==> src/design/tec_pkg.sv <==
// shared types, constants and helpers of the tab expand/compress block
`timescale 1ns / 1ps

package tec_pkg;

  localparam int COLUMN_BITS = 16;
  localparam int LEAD_STEP   = 8;
  localparam int START_BITS  = 16;
  localparam int WIDTH_BITS  = 6;
  localparam int HOLD_BITS   = 6;
  localparam int MAX_OUT     = 64;
  localparam int CNT_BITS    = $clog2(MAX_OUT + 1);
  localparam int CMP_BITS    = ((COLUMN_BITS > START_BITS) ? COLUMN_BITS : START_BITS) + 1;
  localparam int CFG_IDX_BITS  = 2;
  localparam int CFG_DATA_BITS = START_BITS;

  localparam logic [7:0] CH_TAB = 8'd9;
  localparam logic [7:0] CH_NL  = 8'd10;
  localparam logic [7:0] CH_SP  = 8'd32;

  localparam logic [HOLD_BITS-1:0]  HOLD_MAX      = '1;
  localparam logic [WIDTH_BITS-1:0] TAB_WIDTH_RST = WIDTH_BITS'(8);

  typedef logic [COLUMN_BITS-1:0] col_t;
  typedef logic [CMP_BITS-1:0]    cmp_t;

  localparam col_t COL_MAX = '1;

  typedef enum logic [CFG_IDX_BITS-1:0] {
    REG_MODE         = 2'd0,
    REG_START_COLUMN = 2'd1,
    REG_TAB_WIDTH    = 2'd2
  } reg_idx_e;

  typedef enum logic {
    MODE_DETAB = 1'b0,
    MODE_ENTAB = 1'b1
  } mode_e;

  typedef struct packed {
    mode_e                  mode;
    logic [START_BITS-1:0]  start_column;
    logic [WIDTH_BITS-1:0]  tab_width;
  } cfg_t;

  typedef struct packed {
    logic [7:0] in_char;
    logic       end_of_text;
  } item_t;

  // what one item emits: an optional tab, a run of spaces, an optional byte
  typedef struct packed {
    logic                tab;
    logic [CNT_BITS-1:0] spaces;
    logic                has_char;
    logic [7:0]          chr;
  } job_t;

  typedef struct packed {
    logic       valid;
    logic       free;
    logic [7:0] out_char;
    logic       last;
  } emit_stat_t;

  function automatic col_t sat_add(col_t a, cmp_t b);
    cmp_t s;
    s = cmp_t'(a) + b;
    return (s > cmp_t'(COL_MAX)) ? COL_MAX : s[COLUMN_BITS-1:0];
  endfunction

endpackage

==> src/design/tec_if.sv <==
// item channels of the tab expand/compress block
`timescale 1ns / 1ps

interface tec_in_if;
  logic       valid;
  logic       ready;
  logic [7:0] in_char;
  logic       end_of_text;

  modport source (output valid, output in_char, output end_of_text, input ready);
  modport sink   (input valid, input in_char, input end_of_text, output ready);
endinterface

interface tec_out_if;
  logic       valid;
  logic       ready;
  logic [7:0] out_char;
  logic       last;

  modport source (output valid, output out_char, output last, input ready);
  modport sink   (input valid, input out_char, input last, output ready);
endinterface

==> src/design/tab_expand_compress.sv <==
// top level of the tab expand/compress byte stream converter
`timescale 1ns / 1ps

// tab expand/compress: a byte stream converter. mode 0 expands each tab into
// spaces up to the next tab stop; mode 1 holds runs of spaces and replaces a
// run that reaches a stop with one tab. stops fall every 8 columns up to
// start_column, then every tab_width columns. an item with end_of_text set
// releases held spaces and resets the column. each item passes an input
// register, then combinational conversion logic loads a result job into
// the output register, which plays it out one byte per cycle while the
// sink is ready; an item whose job is at most one byte then keeps the
// stream at one item per cycle. an item that produces n bytes holds the
// output register until all n are taken, and the input register lets the
// next item wait there meanwhile. items that produce nothing pass without
// touching the output. configuration is to be written by the user only
// while the block is idle; the block itself does not enforce this.

module tab_expand_compress import tec_pkg::*; (
  input  logic                     clk_i,
  input  logic                     rst_ni,
  input  logic                     cfg_we_i,
  input  logic [CFG_IDX_BITS-1:0]  cfg_idx_i,
  input  logic [CFG_DATA_BITS-1:0] cfg_wdata_i,
  tec_in_if.sink                   in_i,
  tec_out_if.source                out_o
);

  // configuration registers
  cfg_t cfg_q;

  always_ff @(posedge clk_i or negedge rst_ni) begin
    if (!rst_ni) begin
      cfg_q.mode         <= MODE_DETAB;
      cfg_q.start_column <= '0;
      cfg_q.tab_width    <= TAB_WIDTH_RST;
    end else if (cfg_we_i) begin
      unique case (cfg_idx_i)
        REG_MODE:         cfg_q.mode         <= mode_e'(cfg_wdata_i[0]);
        REG_START_COLUMN: cfg_q.start_column <= cfg_wdata_i[START_BITS-1:0];
        REG_TAB_WIDTH:    cfg_q.tab_width    <= cfg_wdata_i[WIDTH_BITS-1:0];
        default: ;  // writes beyond the register list are dropped
      endcase
    end
  end

  // input register
  logic       in_vq;
  item_t      item_q;
  logic       move;
  logic       load;
  logic       in_take;
  logic       out_take;
  logic       job_empty;
  job_t       job;
  emit_stat_t stat;

  assign in_i.ready = !in_vq || move;
  assign in_take    = in_i.valid && in_i.ready;
  assign out_take   = out_o.valid && out_o.ready;

  always_ff @(posedge clk_i or negedge rst_ni) begin
    if (!rst_ni) begin
      in_vq <= 1'b0;
    end else if (in_take) begin
      in_vq <= 1'b1;
    end else if (move) begin
      in_vq <= 1'b0;
    end
  end

  always_ff @(posedge clk_i) begin
    if (in_take) begin
      item_q <= '{in_char: in_i.in_char, end_of_text: in_i.end_of_text};
    end
  end

  // conversion: state moves on when the item leaves the input register
  tec_step u_step (
    .clk_i  (clk_i),
    .rst_ni (rst_ni),
    .step_i (move),
    .item_i (item_q),
    .cfg_i  (cfg_q),
    .job_o  (job)
  );

  // an item with no output never waits for the result register
  assign job_empty = !job.tab && (job.spaces == '0) && !job.has_char;
  assign move      = in_vq && (job_empty || stat.free);
  assign load      = move && !job_empty;

  tec_emit u_emit (
    .clk_i  (clk_i),
    .rst_ni (rst_ni),
    .load_i (load),
    .job_i  (job),
    .take_i (out_take),
    .stat_o (stat)
  );

  assign out_o.valid    = stat.valid;
  assign out_o.out_char = stat.out_char;
  assign out_o.last     = stat.last;

  // a job is only loaded once the previous one has fully gone out
  a_load_free: assert property (@(posedge clk_i) disable iff (!rst_ni)
    load |-> stat.free)
    else $error("job loaded over a pending result");

  // a loaded job shows a result in the next cycle
  a_load_shows: assert property (@(posedge clk_i) disable iff (!rst_ni)
    load |=> out_o.valid)
    else $error("loaded job produced no result");

  // a burst keeps going until its last byte
  a_burst_cont: assert property (@(posedge clk_i) disable iff (!rst_ni)
    (out_take && !out_o.last) |=> out_o.valid)
    else $error("result burst ended without last");

endmodule

==> src/design/tec_step.sv <==
// column and tab-stop state with the per-item conversion logic
`timescale 1ns / 1ps

module tec_step import tec_pkg::*; (
  input  logic  clk_i,
  input  logic  rst_ni,
  input  logic  step_i,
  input  item_t item_i,
  input  cfg_t  cfg_i,
  output job_t  job_o
);

  col_t                 column_q, column_d;
  col_t                 stop_q, stop_d;
  logic [HOLD_BITS-1:0] held_q, held_d;

  cmp_t                  start_ext;
  logic [WIDTH_BITS-1:0] width_eff;
  logic                  reached;
  col_t                  stop_adv, stop1, col_inc, gap;
  logic [HOLD_BITS-1:0]  held1;

  always_comb begin
    start_ext = cmp_t'(cfg_i.start_column);
    width_eff = (cfg_i.tab_width == '0) ? WIDTH_BITS'(1) : cfg_i.tab_width;
    reached   = column_q >= stop_q;
    if (cmp_t'(column_q) < start_ext) begin
      if (cmp_t'(stop_q) + cmp_t'(LEAD_STEP) < start_ext) begin
        stop_adv = sat_add(stop_q, cmp_t'(LEAD_STEP));
      end else begin
        stop_adv = start_ext[COLUMN_BITS-1:0];
      end
    end else begin
      stop_adv = sat_add(stop_q, cmp_t'(width_eff));
    end
    stop1   = reached ? stop_adv : stop_q;
    col_inc = sat_add(column_q, cmp_t'(1));
    gap     = stop1 - column_q;
    held1   = reached ? '0 : held_q;
  end

  always_comb begin
    column_d = column_q;
    stop_d   = stop1;
    held_d   = held_q;
    job_o    = '{tab: 1'b0, spaces: '0, has_char: 1'b0, chr: item_i.in_char};
    if (item_i.end_of_text) begin
      job_o.spaces = CNT_BITS'(held_q);
      column_d     = '0;
      stop_d       = '0;
      held_d       = '0;
    end else if (cfg_i.mode == MODE_DETAB) begin
      case (item_i.in_char)
        CH_TAB: begin
          if (column_q < stop1) begin
            // one tab emits at most a full output burst of spaces
            if (cmp_t'(gap) > cmp_t'(MAX_OUT)) begin
              job_o.spaces = CNT_BITS'(MAX_OUT);
            end else begin
              job_o.spaces = gap[CNT_BITS-1:0];
            end
            column_d = column_q + col_t'(job_o.spaces);
          end
        end
        CH_NL: begin
          column_d       = '0;
          stop_d         = '0;
          job_o.has_char = 1'b1;
        end
        default: begin
          column_d       = col_inc;
          job_o.has_char = 1'b1;
        end
      endcase
    end else begin
      job_o.tab = reached && (held_q != '0);
      held_d    = held1;
      if (item_i.in_char == CH_SP) begin
        // full hold passes the space straight through
        if (held1 < HOLD_MAX) begin
          held_d = held1 + HOLD_BITS'(1);
        end else begin
          job_o.spaces = CNT_BITS'(1);
        end
        column_d = col_inc;
      end else begin
        job_o.has_char = 1'b1;
        job_o.spaces   = CNT_BITS'(held1);
        held_d         = '0;
        case (item_i.in_char)
          CH_TAB: column_d = stop1;
          CH_NL: begin
            column_d     = '0;
            stop_d       = '0;
            job_o.spaces = '0;
          end
          default: column_d = col_inc;
        endcase
      end
    end
  end

  always_ff @(posedge clk_i or negedge rst_ni) begin
    if (!rst_ni) begin
      column_q <= '0;
      stop_q   <= '0;
      held_q   <= '0;
    end else if (step_i) begin
      column_q <= column_d;
      stop_q   <= stop_d;
      held_q   <= held_d;
    end
  end

endmodule

==> src/design/tec_emit.sv <==
// result register that plays out one job a byte per cycle while the sink takes
`timescale 1ns / 1ps

module tec_emit import tec_pkg::*; (
  input  logic       clk_i,
  input  logic       rst_ni,
  input  logic       load_i,
  input  job_t       job_i,
  input  logic       take_i,
  output emit_stat_t stat_o
);

  job_t job_q, job_d;

  always_comb begin
    stat_o.valid = job_q.tab || (job_q.spaces != '0) || job_q.has_char;
    if (job_q.tab) begin
      stat_o.out_char = CH_TAB;
      stat_o.last     = (job_q.spaces == '0) && !job_q.has_char;
    end else if (job_q.spaces != '0) begin
      stat_o.out_char = CH_SP;
      stat_o.last     = (job_q.spaces == CNT_BITS'(1)) && !job_q.has_char;
    end else begin
      stat_o.out_char = job_q.chr;
      stat_o.last     = 1'b1;
    end
    stat_o.free = !stat_o.valid || (take_i && stat_o.last);
  end

  always_comb begin
    job_d = job_q;
    if (load_i) begin
      job_d = job_i;
    end else if (take_i) begin
      if (job_q.tab) begin
        job_d.tab = 1'b0;
      end else if (job_q.spaces != '0) begin
        job_d.spaces = job_q.spaces - CNT_BITS'(1);
      end else begin
        job_d.has_char = 1'b0;
      end
    end
  end

  always_ff @(posedge clk_i or negedge rst_ni) begin
    if (!rst_ni) begin
      job_q.tab      <= 1'b0;
      job_q.spaces   <= '0;
      job_q.has_char <= 1'b0;
      job_q.chr      <= '0;
    end else begin
      job_q.tab      <= job_d.tab;
      job_q.spaces   <= job_d.spaces;
      job_q.has_char <= job_d.has_char;
      job_q.chr      <= job_d.chr;
    end
  end

endmodule
==> src/flat_wrapper.sv <==
// flat-port wrapper written by rule: the top's interface ports become plain ports
module tab_expand_compress_flat import tec_pkg::*;
  (clk_i, rst_ni, cfg_we_i, cfg_idx_i, cfg_wdata_i, in_i_valid, in_i_in_char, in_i_end_of_text, in_i_ready, out_o_valid, out_o_out_char, out_o_last, out_o_ready);
  tec_in_if in_i_i ();
  tec_out_if out_o_i ();
  input  logic clk_i;
  input  logic rst_ni;
  input  logic cfg_we_i;
  input  logic [CFG_IDX_BITS-1:0] cfg_idx_i;
  input  logic [CFG_DATA_BITS-1:0] cfg_wdata_i;
  input wire logic [$bits(in_i_i.valid)-1:0] in_i_valid;
  input wire logic [$bits(in_i_i.in_char)-1:0] in_i_in_char;
  input wire logic [$bits(in_i_i.end_of_text)-1:0] in_i_end_of_text;
  output wire logic [$bits(in_i_i.ready)-1:0] in_i_ready;
  output wire logic [$bits(out_o_i.valid)-1:0] out_o_valid;
  output wire logic [$bits(out_o_i.out_char)-1:0] out_o_out_char;
  output wire logic [$bits(out_o_i.last)-1:0] out_o_last;
  input wire logic [$bits(out_o_i.ready)-1:0] out_o_ready;
  assign in_i_i.valid = in_i_valid;
  assign in_i_i.in_char = in_i_in_char;
  assign in_i_i.end_of_text = in_i_end_of_text;
  assign in_i_ready = in_i_i.ready;
  assign out_o_valid = out_o_i.valid;
  assign out_o_out_char = out_o_i.out_char;
  assign out_o_last = out_o_i.last;
  assign out_o_i.ready = out_o_ready;
  tab_expand_compress u_core (.clk_i(clk_i), .rst_ni(rst_ni), .cfg_we_i(cfg_we_i), .cfg_idx_i(cfg_idx_i), .cfg_wdata_i(cfg_wdata_i), .in_i(in_i_i), .out_o(out_o_i));
endmodule
==> config.mk <==
export PLATFORM = sky130hd
export DESIGN_NAME = tab_expand_compress_flat
export DESIGN_NICKNAME = d
export VERILOG_FILES = /design/src/design/tec_pkg.sv /design/src/design/tec_if.sv /design/src/design/tab_expand_compress.sv /design/src/design/tec_step.sv /design/src/design/tec_emit.sv /design/src/flat_wrapper.sv
export SDC_FILE = /design/constraint.sdc
export NUM_CORES = 1
export LEC_CHECK = 0
export BUFFER_PORTS_ARGS = -buffer_cell sky130_fd_sc_hd__buf_2
export CAP_MARGIN = 20
export CORE_AREA = 4 4 124 215
export CTS_CLUSTER_SIZE = 28
export DETAILED_ROUTE_END_ITERATION = 16
export DIE_AREA = 0 0 128 219
export PLACE_DENSITY = 0.59
export SLEW_MARGIN = 0
export SYNTH_ARGS = -nofsm -noshare
export SYNTH_HDL_FRONTEND = slang
export SYNTH_SLANG_ARGS = --single-unit
==> constraint.sdc <==
create_clock -name clk_i -period 19.4 [get_ports clk_i]
set_input_delay 3.88 -clock clk_i [delete_from_list [all_inputs] [get_ports clk_i]]
set_output_delay 3.88 -clock clk_i [all_outputs]
set_load 0.01 [all_outputs]
Word level (Yosys, flattened, before mapping)
Cells that the tools add are included.

cells by class
  add/sub/neg operators = 7
  $lt $le $gt $ge = 9
  equality and inequality tests = 9
  muxes and demuxes = 48
  reduce and logical (&&, ||, !) cells = 38

operators with widths
  operator                                                          count
  2-to-1 mux 16 bit                                                 14
  one-hot mux 16 bit (2 select lines)                               2
  2-to-1 mux 7 bit                                                  9
  greater-than comparator 17 x 16 -> 1 bit (second input constant)  3
  2-to-1 mux 6 bit                                                  8
  2-to-1 mux 9 bit                                                  4
  less-than comparator 16 bit                                       2
  adder 16 x 1 -> 17 bit (second input constant)                    1
  adder 16 x 4 -> 17 bit (second input constant)                    1
  adder 16 x 6 -> 17 bit                                            1
  less-than comparator 17 x 16 -> 1 bit                             1
  adder 16 x 7 -> 16 bit                                            1
  == test 8 x 4 -> 1 bit (second input constant)                    2
  greater-or-equal comparator 16 bit                                1
  greater-than comparator 16 x 7 -> 1 bit (second input constant)   1
  2-to-1 mux 8 bit                                                  2
  subtractor 16 bit                                                 1
  zero test 7 bit                                                   2
  logical AND 1 bit                                                 10
  AND reduction 2 bit                                               5
  2-to-1 mux 1 bit                                                  9
  == test 8 x 6 -> 1 bit (second input constant)                    1
  nonzero test 2 bit                                                4
  == test 7 x 1 -> 1 bit (second input constant)                    1
  14 further kinds                                                  25

storage, ports and cells
  register bits after elaboration = 88
  output and inout bits = 11

Logic depth before layout (Yosys ltp)
Gate-level depths: netlist of run 1.

  depth in word-level cells = 26
  gate-level depth with buffers = 39
  mapped depth without buffers = 35

Cells and area by module
From an unflattened synthesis of run 1, not the netlist that was laid out.

second synthesis, totals
  cell total of the unflattened synthesis = 1087
  area, all modules = 8897.3 um^2

modules (own cells, without submodules)
  module               instances  cells each  area an instance (um^2)  seq. area each (um^2)
  tec_step             1          913         6581.3                   950.9
  tab_expand_compress  1          73          1293.7                   872.1
  tec_emit             1          101         1022.2                   425.4

Worst setup path after synthesis of run 1
Ideal clock, no wire load.

  path type = reg-to-output
  from = register u_core.u_step.stop_q[6]
  to = output in_i_ready
  data arrival time = 5.471 ns
  required time = 15.520 ns
  path slack = 10.049 ns
  cell stages (with the launch flop) = 25
  path buffers = 3
  cells stage by stage = dfrtp_1 > clkbuf_1 > nand3_1 > clkbuf_1 > nor4_1 > xnor2_1 > ha_1 > nand3_1 > nor2_1 > o2bb2ai_1 > a21o_1 > nor2_1 > clkbuf_1 > nor2_1 > a221o_1 > ha_1 > fa_1 > nand2b_1 > a211o_1 > a41oi_1 > nand4_1 > a211oi_2 > nand4_2 > o311a_1 > o211ai_1

on the way
  cells in the longest elaborated chain, start to end = 23
  elaborated cells on any way between the ends = 38

RTL lines
  item                                      line                           source
  from (decl)                               tec_step.sv:14                 col_t stop_q, stop_d;
  from (signal assigned)                    tec_step.sv:110                stop_q <= stop_d;
  adder 16 x 4 -> 17 bit                    tec_pkg.sv:68, tec_step.sv:28
  greater-than comparator 17 x 16 -> 1 bit  tec_pkg.sv:69                  return (s > cmp_t'(COL_MAX)) ? COL_MAX : s[COLUMN_BITS-1:0];
  2-to-1 mux 16 bit                         tec_pkg.sv:69
  2-to-1 mux 16 bit                         tec_step.sv:28                 if (cmp_t'(stop_q) + cmp_t'(LEAD_STEP) < start_ext) begin
  2-to-1 mux 16 bit                         tec_step.sv:27                 if (cmp_t'(column_q) < start_ext) begin
  2-to-1 mux 16 bit                         tec_step.sv:36                 stop1 = reached ? stop_adv : stop_q;
  subtractor 16 bit                         tec_step.sv:38                 gap = stop1 - column_q;
  greater-than comparator 16 x 7 -> 1 bit   tec_step.sv:57                 if (cmp_t'(gap) > cmp_t'(MAX_OUT)) begin
  [6 not listed]                            n/a
  2-to-1 mux 7 bit                          tec_step.sv:53                 case (item_i.in_char)
  2-to-1 mux 8 bit                          tec_step.sv:52                 end else if (cfg_i.mode == MODE_DETAB) begin
  2-to-1 mux 7 bit                          tec_step.sv:47                 if (item_i.end_of_text) begin
  zero test 7 bit                           tab_expand_compress.sv:88      assign job_empty = !job.tab && (job.spaces == '0) && !job.has_char;
  logical AND 1 bit * (2 in a row)          tab_expand_compress.sv:88
  logical OR 1 bit *                        tab_expand_compress.sv:89      assign move = in_vq && (job_empty || stat.free);
  logical AND 1 bit *                       tab_expand_compress.sv:89
  logical OR 1 bit *                        tab_expand_compress.sv:57      assign in_i.ready = !in_vq || move;
  to (decl)                                 flat_wrapper.sv:14             output wire logic [$bits(in_i_i.ready)-1:0] in_i_ready;

Mark *: on every way between the ends. The rest lies on a longest branch, timed or not. The select of a mux whose other input is x is not followed.

Worst setup path after layout of run 1
Same ends and word-level chain as after synthesis.

==> results.md, run 1 <==
* Async set-reset flop share out of synthesis at ~90%
* Pre-Repair DR Iteration Count at 5
* First DRT Iteration DRCs at 609
* DR WL/cell at around 22 µm
* Fillers at ~2,600
* Max layer used: met4
* CTS tree: yes
* Via count at between 8,000 and 9,000
* Hold Violations, Final at 0
* Element type at the critical path end: output pin
* Cells on worst reg2reg path at 29
* RSZ-0062 raised after global routing: no
* FF-to-FF Start: u_core.u_step.stop_q[6]$_DFFE_PN0P_
* Max Freq at approximately 86 MHz
* Drt total wl at approximately 31,000 µm
* Clock transition at the registers of the reported paths at approximately 0.07 ns
* CP arrival at 7.74 ns
* Drc violations at 0
* Placer Congestion at 1.07
* CP endpoint: in_i_ready
* Reg2Reg Setup Slack at between 9 and 10 ns
* # IOs at between 40 and 50
* Port bufs at 42
* Die width at approximately 130 µm
* Ys Warns at 0
* Largest net degree at the start of global routing at 46
* Synthesized flop and latch total at between 80 and 90
* Most common cell after layout, fill and taps aside: nand2_1
* Clock latency on the worst-skew pair at between 0.3 and 0.4 ns
* Post-CTS sizing at 0
* Hold WC Path Type: reg -> reg
* CP Class: reg -> out
* R2r endpoint: u_core.u_step.column_q[8]$_DFFE_PN0P_
* Cts bufs inserted at 9
* Post-CTS Setup Inserts at 0
* Top FF cell, synth: dfrtp_1
* GRT Total Usage at ~23%
* GRT overflow at 0
* Worst slew pin tran at between 1 and 1.5 ns
* Clock sink count at 88
* Commonest non-fill, non-tap cells in the layout: nand2_1, a21oi_1, ha_1
* Synth Instances at between 1,000 and 1,500
* Skew final at roughly 0.011 ns
* Core ar. at 0.0250 mm²
* EDFF count, synth at 9
* CP required at ~16 ns
* Area grow syn2layout at 9.51%
* # rows at 77
* Clk root buf: clkbuf_16
* Crit-path max FO at 15
* Crit path launch type: register
* Metal2 WL at roughly 16,000 µm
* Die H at roughly 220 µm
* Clock Tree Buf Depth at 2
* CP Launch Point: u_core.u_step.stop_q[6]$_DFFE_PN0P_
* Period utilisation layout at between 50% and 60%
* Ant. Diodes at 0
* Met1 Wirelength at ~11,000 µm
* Syn avg cell area at 8.04 µm²
* Max_cap viols at 0
* Cell Area, Synth at slightly below 0.009 mm²
* Die Area at roughly 0.028 mm²
* Number of global-route vias before repair at a little under 9,000
* Final setup viols at 0
* Detailed placement HPWL at between 20,000 and 30,000 µm
* Share of layout cells above drive strength 1 at approximately 12%
* # nets final at about 1,200
* Distinct cell type count after synthesis at 87
* Seq/Total Area, Yosys at a little over a quarter
* DR vias/cell at slightly above 6
* Outcome: finished clean
* Max-slew headroom at 31.4%
* First-pass GRT wire length at just under 50,000 µm
* Slew Viols, Final at 0
* Antenna viol nets, final at 0
* H-tree Lvls at 3
* Tmin final at ~12 ns
* Met3 WL at roughly 1100 µm
* Antenna violations before repair at 0
* Setup TNS Final at 0 ns
* Syn nets at ~1,200
* CTS hold repair buffers at 0
* Initial Utilization at between 30% and 40%
==> cell type report <==
cell class	instances	area [µm²]	area share, %
clock buffer	10	239	2.52
clock inverter	6	73.8	0.780
inverter	72	270	2.86
multi-input combinational	869	5940	62.7
sequential	88	2250	23.8
tap	316	395	4.18
timing repair buffer	54	303	3.20
==> worst min-delay path by stage <==
stage	start	to	slack, ns	cells after the start
final	u_core.u_emit.job_q[1]$_DFFE_PN0P_	u_core.u_emit.job_q[1]$_DFFE_PN0P_	0.50	1
after global routing	u_core.cfg_q[19]$_DFFE_PN0P_	u_core.cfg_q[19]$_DFFE_PN0P_	0.53	1
after CTS	u_core.u_emit.job_q[1]$_DFFE_PN0P_	u_core.u_emit.job_q[1]$_DFFE_PN0P_	0.50	1
after detailed placement	u_core.u_emit.job_q[2]$_DFFE_PN0P_	u_core.u_emit.job_q[2]$_DFFE_PN0P_	0.49	1
after global placement	u_core.u_emit.job_q[6]$_DFFE_PN0P_	u_core.u_emit.job_q[6]$_DFFE_PN0P_	0.48	1
after floorplan	u_core.u_emit.job_q[4]$_DFFE_PN0P_	u_core.u_emit.job_q[4]$_DFFE_PN0P_	0.47	1
==> cell usage after synthesis, types with 19 or more instances <==
master	n	area, µm²
nand2_1	91	342
a21oi_1	88	440
ha_1	81	1010
nor2_1	79	297
dfrtp_1	78	1950
o21ai_0	78	390
inv_1	71	267
nand3_1	47	235
clkbuf_1	36	135
mux2_2	32	360
xnor2_1	32	280
nor3_1	26	130
nor4_1	21	131
and3_1	19	119
==> critical path: stages (launching register included) <==
cell and delay, ns:
dfrtp_1 0.46, nand3_1 0.45, nor4_1 0.48, xnor2_1 0.22, ha_1 0.30, a21o_1 0.20, a211oi_1 0.83, nand2_1 0.53
nand2_1 0.17, o21ai_0 0.12, a221oi_1 0.56, ha_1 0.41, a21oi_1 0.44, and3_1 0.25, nand3_1 0.19, a21o_1 0.25
a221oi_4 0.42, nand4_1 0.17, o21ai_0 0.51, o211ai_1 0.21, buf_2 0.18
==> layer usage <==
metal / vias up / track usage (%)
met5: - / 0
met4: 0 / 19.0
met3: 126 / 2.63
met2: 295 / 41.7
met1: 4120 / 22.2
li1: 4045 / -
==> stage by stage <==
stage	util (%)	cells	worst slack [ns]	instance area (µm²)	hold WS, ns
after global routing	37.8	1415	7.14	9470	0.528
after detailed placement	36.5	1399	8.33	9150	0.490
after CTS	37.8	1415	7.90	9470	0.505
final	37.8	1415	7.78	9470	0.503
after global placement	36.5	1399	8.23	9150	0.482
after floorplan	-	1075	10.05	8640	0.471
==> kinds of logic after synthesis <==
kind of cell	after synthesis	share of synthesized area [%]
buf+inv	118	5.47
compound gates	340	26.1
flops	88	26.0
simple gates	372	21.6
mux	35	4.52
xor+xnor	38	3.85
fa+ha+maj	84	12.4
==> sequential cells by signal (all words and copies together) (netlist names) <==
name                    cells
u_core.u_step.held_q        6
u_core.u_step.stop_q       16
u_core.u_emit.job_q        17
u_core.u_step.column_q     16
u_core.cfg_q               23
u_core.in_vq                1
u_core.item_q               9
Power of run 1 is left out: the tool's default activity adds up to more than one toggle a clock period on the data nets, which glitch-free logic cannot reach.
==> run 2: changes to the inputs <==
Settings changed: PLACE_DENSITY 0.59 to 0.61.
Clock period 19.4 ns to 9.8 ns, I/O delays scaled along.
==> run 2 against run 1 <==
  * Sequential share of layout area barely moved
  * Via count is 0.96% higher
  * Utilization is essentially flat
  * Register-to-register slack worse by 9.0 ns
  * Clock skew decreased by 0.00059 ns
  * Worst hold slack got worse by 0.0030 ns
  * Wire length down 1.1%
  * Global-route usage fell by 0.29 points
  * Die area unchanged
  * Setup slack lost 7.2 ns
  * First-iteration DRC count is 9.7% lower
==> results.md, run 2 (synthesized netlist as in run 1, its figures left out) <==
* Outcome: finished clean
* Hold Path Origin: u_core.u_emit.job_q[4]$_DFFE_PN0P_
* Antenna viol nets, final at 0
* Placer Congestion at 1.03
* Final setup viols at 0
* Share of layout cells above drive strength 1 at between 10% and 20%
* # IOs at 43
* First-pass GRT wire length at slightly below 50,000 µm
* GRT overflow at 0
* Die width at ~130 µm
* Element type at the critical path end: output pin
* First DRT Iteration DRCs at 550
* Skew final at a little over 0.01 ns
* Reg2Reg Setup Slack at approximately 0.92 ns
* Setup TNS Final at 0 ns
* Hold WC Path Type: reg -> reg
* Multi-input logic area at just under 0.006 mm²
* Endpoint, Worst Hold: u_core.u_emit.job_q[4]$_DFFE_PN0P_
* Max Freq at 108 MHz
* Clock sink count at 88
* CP arrival at 7.27 ns
* Hold Violations, Final at 0
* GRT Total Usage at 22.4%
* H-tree Lvls at 3
* Area grow syn2layout at 9.47%
* Non-filler cells in the finished layout at around 1,400
* Max reg flops at 23
* Largest regs: u_core.cfg_q x23, u_core.u_emit.job_q x17
* Largest net degree at the start of global routing at 55
* Most common cell after layout, fill and taps aside: nand2_1
* DR WL/cell at around 22 µm
* Fillers at roughly 2,600
* R2r endpoint: u_core.u_step.column_q[8]$_DFFE_PN0P_
* CP Launch Point: u_core.u_step.stop_q[6]$_DFFE_PN0P_
* Max_cap viols at 0
* Pre-Repair DR Iteration Count at 5
* Antenna violations before repair at 0
* # nets final at 1,212
* Drt total wl at 31,000 µm
* Number of global-route vias before repair at just under 9,000
* Slew Viols, Final at 0
* DR vias/cell at 6.12
* Cts bufs inserted at 9
* Initial Utilization at approximately a third
* Die Area at around 0.028 mm²
* WHS Path Cells at 1
* Via count at between 8,000 and 9,000
* # rows at 77
* Worst slew pin tran at approximately 0.9 ns
* Core ar. at ~0.025 mm²
* Clk root buf: clkbuf_16
* Crit-path max FO at 15
* Die H at roughly 220 µm
* Period utilisation layout at between 90% and 100%
* Sequential cell area at approximately 0.0022 mm²
* CP Class: reg -> out
* Clock transition at the registers of the reported paths at ~0.060 ns
* Crit path launch type: register
* Detailed placement HPWL at around 25,000 µm
* Clock latency on the worst-skew pair at 0.38 ns
* CTS tree: yes
* Commonest non-fill, non-tap cells in the layout: nand2_1, a21oi_1, ha_1
* Ant. Diodes at 0
* Clock Tree Buf Depth at 2
* Max-slew headroom at 38.6%
* RSZ-0062 raised after global routing: no
* Port bufs at 42
* Cells on worst reg2reg path at 29
* Top reg by flops: u_core.cfg_q
* Tmin final at ~9.2 ns
* Placed cells at around 1,400
* CP required at just under 8 ns
* Drc violations at 0
* FF-to-FF Start: u_core.u_step.stop_q[6]$_DFFE_PN0P_
* CTS hold repair buffers at 0
[run 2: cell types whose count changed in the layout (fill, tap and decap cells not counted), sizes merged]
cell      previous run  this run
bufinv               1         0
buf                 54        55
clkbuf              10        11
clkinvlp             0         1
[run 2: critical path, cell delays in order, from the launching register on]
cell and delay, ns:
dfrtp_1 0.46, nand3_1 0.42, nor4_1 0.47, xnor2_1 0.22, ha_1 0.30, a21o_1 0.21, a211oi_2 0.50, nand2_1 0.42
nand2_1 0.17, o21ai_0 0.15, a221oi_2 0.48, ha_1 0.39, a21oi_1 0.47, and3_1 0.24, nand3_1 0.18, and2_1 0.21
a211oi_2 0.26, nand4_2 0.32, o311a_1 0.55, o211ai_1 0.27, buf_2 0.18
[run 2: metrics by stage]
| step | hold slack [ns] | instance area [µm²] | utilization (%) | setup slack [ns] |
|---|---|---|---|---|
| 3_3_place_gp | 0.481 | 9160 | 36.6 | 0.631 |
| 3_5_place_dp | 0.488 | 9160 | 36.6 | 0.594 |
| 4_1_cts | 0.504 | 9440 | 37.7 | 0.162 |
| 6_report | 0.500 | 9460 | 37.8 | 0.566 |
| 2_1_floorplan | 0.471 | 8640 | - | 2.37 |
| 5_1_grt | 0.506 | 9460 | 37.8 | 0.205 |
[run 2: layout make-up]
cell class | instances | area share, %
Sequential cell | 88 | 23.8
Inverter | 72 | 2.86
Timing Repair Buffer | 56 | 3.36
Clock buffer | 10 | 2.42
Clock inverter | 6 | 0.529
Tap cell | 316 | 4.18
Multi-Input combinational cell | 869 | 62.9
[run 2: worst max path at each step]
stage	endpoint	slack, ns	depth (start not counted)
after global placement	in_i_ready	0.63	20
after floorplan	in_i_ready	2.37	24
after CTS	in_i_ready	0.16	20
after global routing	in_i_ready	0.20	22
final	in_i_ready	0.57	20
after detailed placement	u_core.u_step.column_q[8]$_DFFE_PN0P_	0.59	29
[run 2: layer usage]
metal  vias up  share of wire [%]  track usage, %  wire length (µm)
li1       4059                  -               -                 -
met1      4083                 34            21.4             10400
met2       357                 52            41.0             16100
met3       169                4.1            2.90              1270
met4         0                 10            19.9              3170
met5         -                  0               0                 0
[run 2: what timing repair did]
action / in CTS / in global routing
endpoints found under the setup margin: 0 / 4
resized for setup: 0 / 4
setup buffers: 0 / 0
Power of run 2 is left out for the same reason.
==> run 3: changes to the inputs <==
Settings changed: ABC_AREA set to 1, CORE_AREA 4 4 124 215 to 4 4 129 223, DIE_AREA 0 0 128 219 to 0 0 133 227, PLACE_DENSITY 0.61 to 0.6.
==> run 3 against run 2 <==
  * Critical path depth grew 17
  * Final cell count up 30%
  * Global-route usage decreased by 1.9 points
  * First-iteration DRC count up 6.4%
  * Synthesized area rose by 7.4%
  * Non-clock buffer count shrank 7
  * Worst hold slack got worse by 0.020 ns
  * Via count increased by 10%
  * Maximum frequency rose by 4.7%
  * Sequential share of layout area fell by 1.6 points
  * Synthesized cell count is 35% higher
  * Setup slack gained 0.41 ns
  * Critical path type unchanged
  * Highest routed layer unchanged
==> results.md, run 3 <==
* CP Class: reg -> out
* Placer Congestion at just over 0.9
* Core ar. at approximately 0.027 mm²
* Seq/Total Area, Yosys at between 20% and 30%
* Clk root buf: clkbuf_16
* Post-CTS sizing at 0
* EDFF count, synth at 9
* Max incr delay on CP at ~0.46 ns
* Most common cell after layout, fill and taps aside: nand2_1
* CTS hold repair buffers at 0
* Post-synth top area cell: dfrtp_1
* Number of global-route vias before repair at 9,479
* Die width at roughly 130 µm
* Die H at roughly 230 µm
* Skew final at between 0.01 and 0.015 ns
* First-pass GRT wire length at 48,400 µm
* First DRT Iteration DRCs at about 590
* Count leader, synth: nand2_1
* Die Area at about 0.030 mm²
* Outcome: finished clean
* Antenna violations before repair at 0
* Via count at approximately 9,500
* Clock transition at the registers of the reported paths at around 0.080 ns
* Detailed placement HPWL at about 25,000 µm
* H-tree Lvls at 3
* Largest net degree at the start of global routing at between 60 and 70
* Element type at the critical path end: output pin
* Crit path max-delay cell type: dfrtp_1
* Share of layout cells above drive strength 1 at about 9%
* Async set-reset flop share out of synthesis at 89.8%
* CP arrival at about 6.9 ns
* Cell Area, Synth at just over 0.009 mm²
* Syn nets at about 1,600
* Commonest non-fill, non-tap cells in the layout: nand2_1, inv_1, nor2_1
* Top cells by instance count after synthesis: nand2_1, inv_1, nor2_1
* Hold Violations, Final at 0
* # IOs at 43
* DR WL/cell at 16.7 µm
* Max_cap viols at 0
* # nets final at ~1,600
* DR vias/cell at 5.19
* Final setup viols at 0
* Largest regs: u_core.cfg_q x23, u_core.u_emit.job_q x17
* GRT Total Usage at about a fifth
* CP Launch Point: u_core.u_step.stop_q[5]$_DFFE_PN0P_
* Ant. Diodes at 0
* Area contributors post-synth: dfrtp_1, nand2_1, ha_1
* Distinct cell type count after synthesis at 54
* Area grow syn2layout at 9.09%
* Top reg by flops: u_core.cfg_q
* Clock latency on the worst-skew pair at around 0.38 ns
* Max reg flops at 23
* Slew Viols, Final at 0
* Tmin final at 8.82 ns
* Max-slew headroom at roughly 29%
* CP required at ~7.8 ns
* Drc violations at 0
* Setup TNS Final at 0 ns
* Drt total wl at 30,600 µm
* Hold Path Origin: u_core.u_emit.job_q[6]$_DFFE_PN0P_
* Cell mode on critical path: nand2_1
* Syn avg cell area at approximately 6.4 µm²
* Initial Utilization at 34.6%
* # rows at 79
* Top FF cell, synth: dfrtp_1
* Post-synth top area share at between 20% and 30%
* Post-CTS Setup Inserts at 0
* Fillers at ~2,900
* Synth Instances at 1,447
* Ys Warns at 0
* Synthesized flop and latch total at approximately 90
* GRT overflow at 0
* Cts bufs inserted at 9
* Max Freq at approximately 110 MHz
* Hold WC Path Type: reg -> reg
* Crit path launch type: register
* Clock Tree Buf Depth at 2
* RSZ-0062 raised after global routing: no
* Crit-path max FO at 20
* Period utilisation layout at between 80 and 90%
* CTS tree: yes
* Port bufs at 42
* Pre-Repair DR Iteration Count at 5
* Worst slew pin tran at between 1 and 1.5 ns
* FF-to-FF Start: u_core.u_step.stop_q[5]$_DFFE_PN0P_
* Antenna viol nets, final at 0
* Clock sink count at about 90
==> run 3: cell types whose count changed after synthesis, moves of 20 or more <==
cell and change:
mux2_2 -32, nand3_1 +70, inv_1 +132, nor2_1 +47, xor2_1 +20, nand2_1 +315, xnor2_1 -28
==> run 3: final timing paths <==
path                            slack (ns)                                     end  depth (start not counted)
worst max-delay path                  0.98                              in_i_ready                         37
worst min-delay path                  0.48      u_core.u_emit.job_q[6]$_DFFE_PN0P_                          2
worst min register to register        0.48      u_core.u_emit.job_q[6]$_DFFE_PN0P_                          2
worst max register to register        1.42  u_core.u_step.column_q[10]$_DFFE_PN0P_                         49
max in group asynchronous             7.17     u_core.u_emit.job_q[13]$_DFFE_PN0P_                          2
min in group asynchronous             1.46            u_core.cfg_q[15]$_DFFE_PN0P_                          1
==> run 3: metal layers <==
metal	vias up	track usage, %	wire length [µm]
li1	4775	-	-
met1	4432	19.2	10700
met2	232	40.7	17100
met3	100	2.92	856
met4	0	13.3	2000
met5	-	0	0
==> run 3: final cells by class <==
| cell class | count | area (µm²) | area share, % |
|---|---|---|---|
| Clock buffer | 9 | 225 | 2.22 |
| Timing Repair Buffer | 49 | 265 | 2.62 |
| Inverter | 213 | 802 | 7.92 |
| Sequential cell | 88 | 2250 | 22.2 |
| Tap cell | 364 | 455 | 4.50 |
| Clock inverter | 7 | 95.1 | 0.939 |
| Multi-Input combinational cell | 1107 | 6030 | 59.6 |
==> run 3: through the flow <==
step | instances | area (µm²) | hold WS [ns] | util [%] | setup WS, ns
floorplan | 1447 | 9280 | 0.445 | - | 3.29
global placement | 1821 | 9800 | 0.466 | 36.6 | 1.45
detailed placement | 1821 | 9800 | 0.465 | 36.6 | 1.44
CTS | 1837 | 10100 | 0.485 | 37.8 | 1.01
global route | 1837 | 10100 | 0.522 | 37.8 | 0.306
finish | 1837 | 10100 | 0.480 | 37.8 | 0.980
==> run 3: worst max-delay path, delay by kind of cell (launching register included) <==
kind / cells / cell delay, ns
AND/OR/NAND/NOR: 26 / 3.39
buffers and inverters: 5 / 0.75
adder cells (fa/ha/maj): 2 / 0.75
AO/OA/AOI/OAI: 3 / 0.70
flip-flops: 1 / 0.46
XOR/XNOR: 1 / 0.40
==> run 3: kinds of logic (layout without fill, tap and decap cells) <==
logic type / Yosys count / in the layout / share of synthesized area [%]
buffers and inverters: 252 / 278 / 10.8
adders and majority gates: 84 / 84 / 11.6
xor gates and xnor gates: 30 / 30 / 2.83
and+or+nand+nor: 748 / 748 / 35.2
DFF: 88 / 88 / 24.2
AOI/OAI and AO/OA: 245 / 245 / 15.4
Power of run 3 is left out for the same reason.
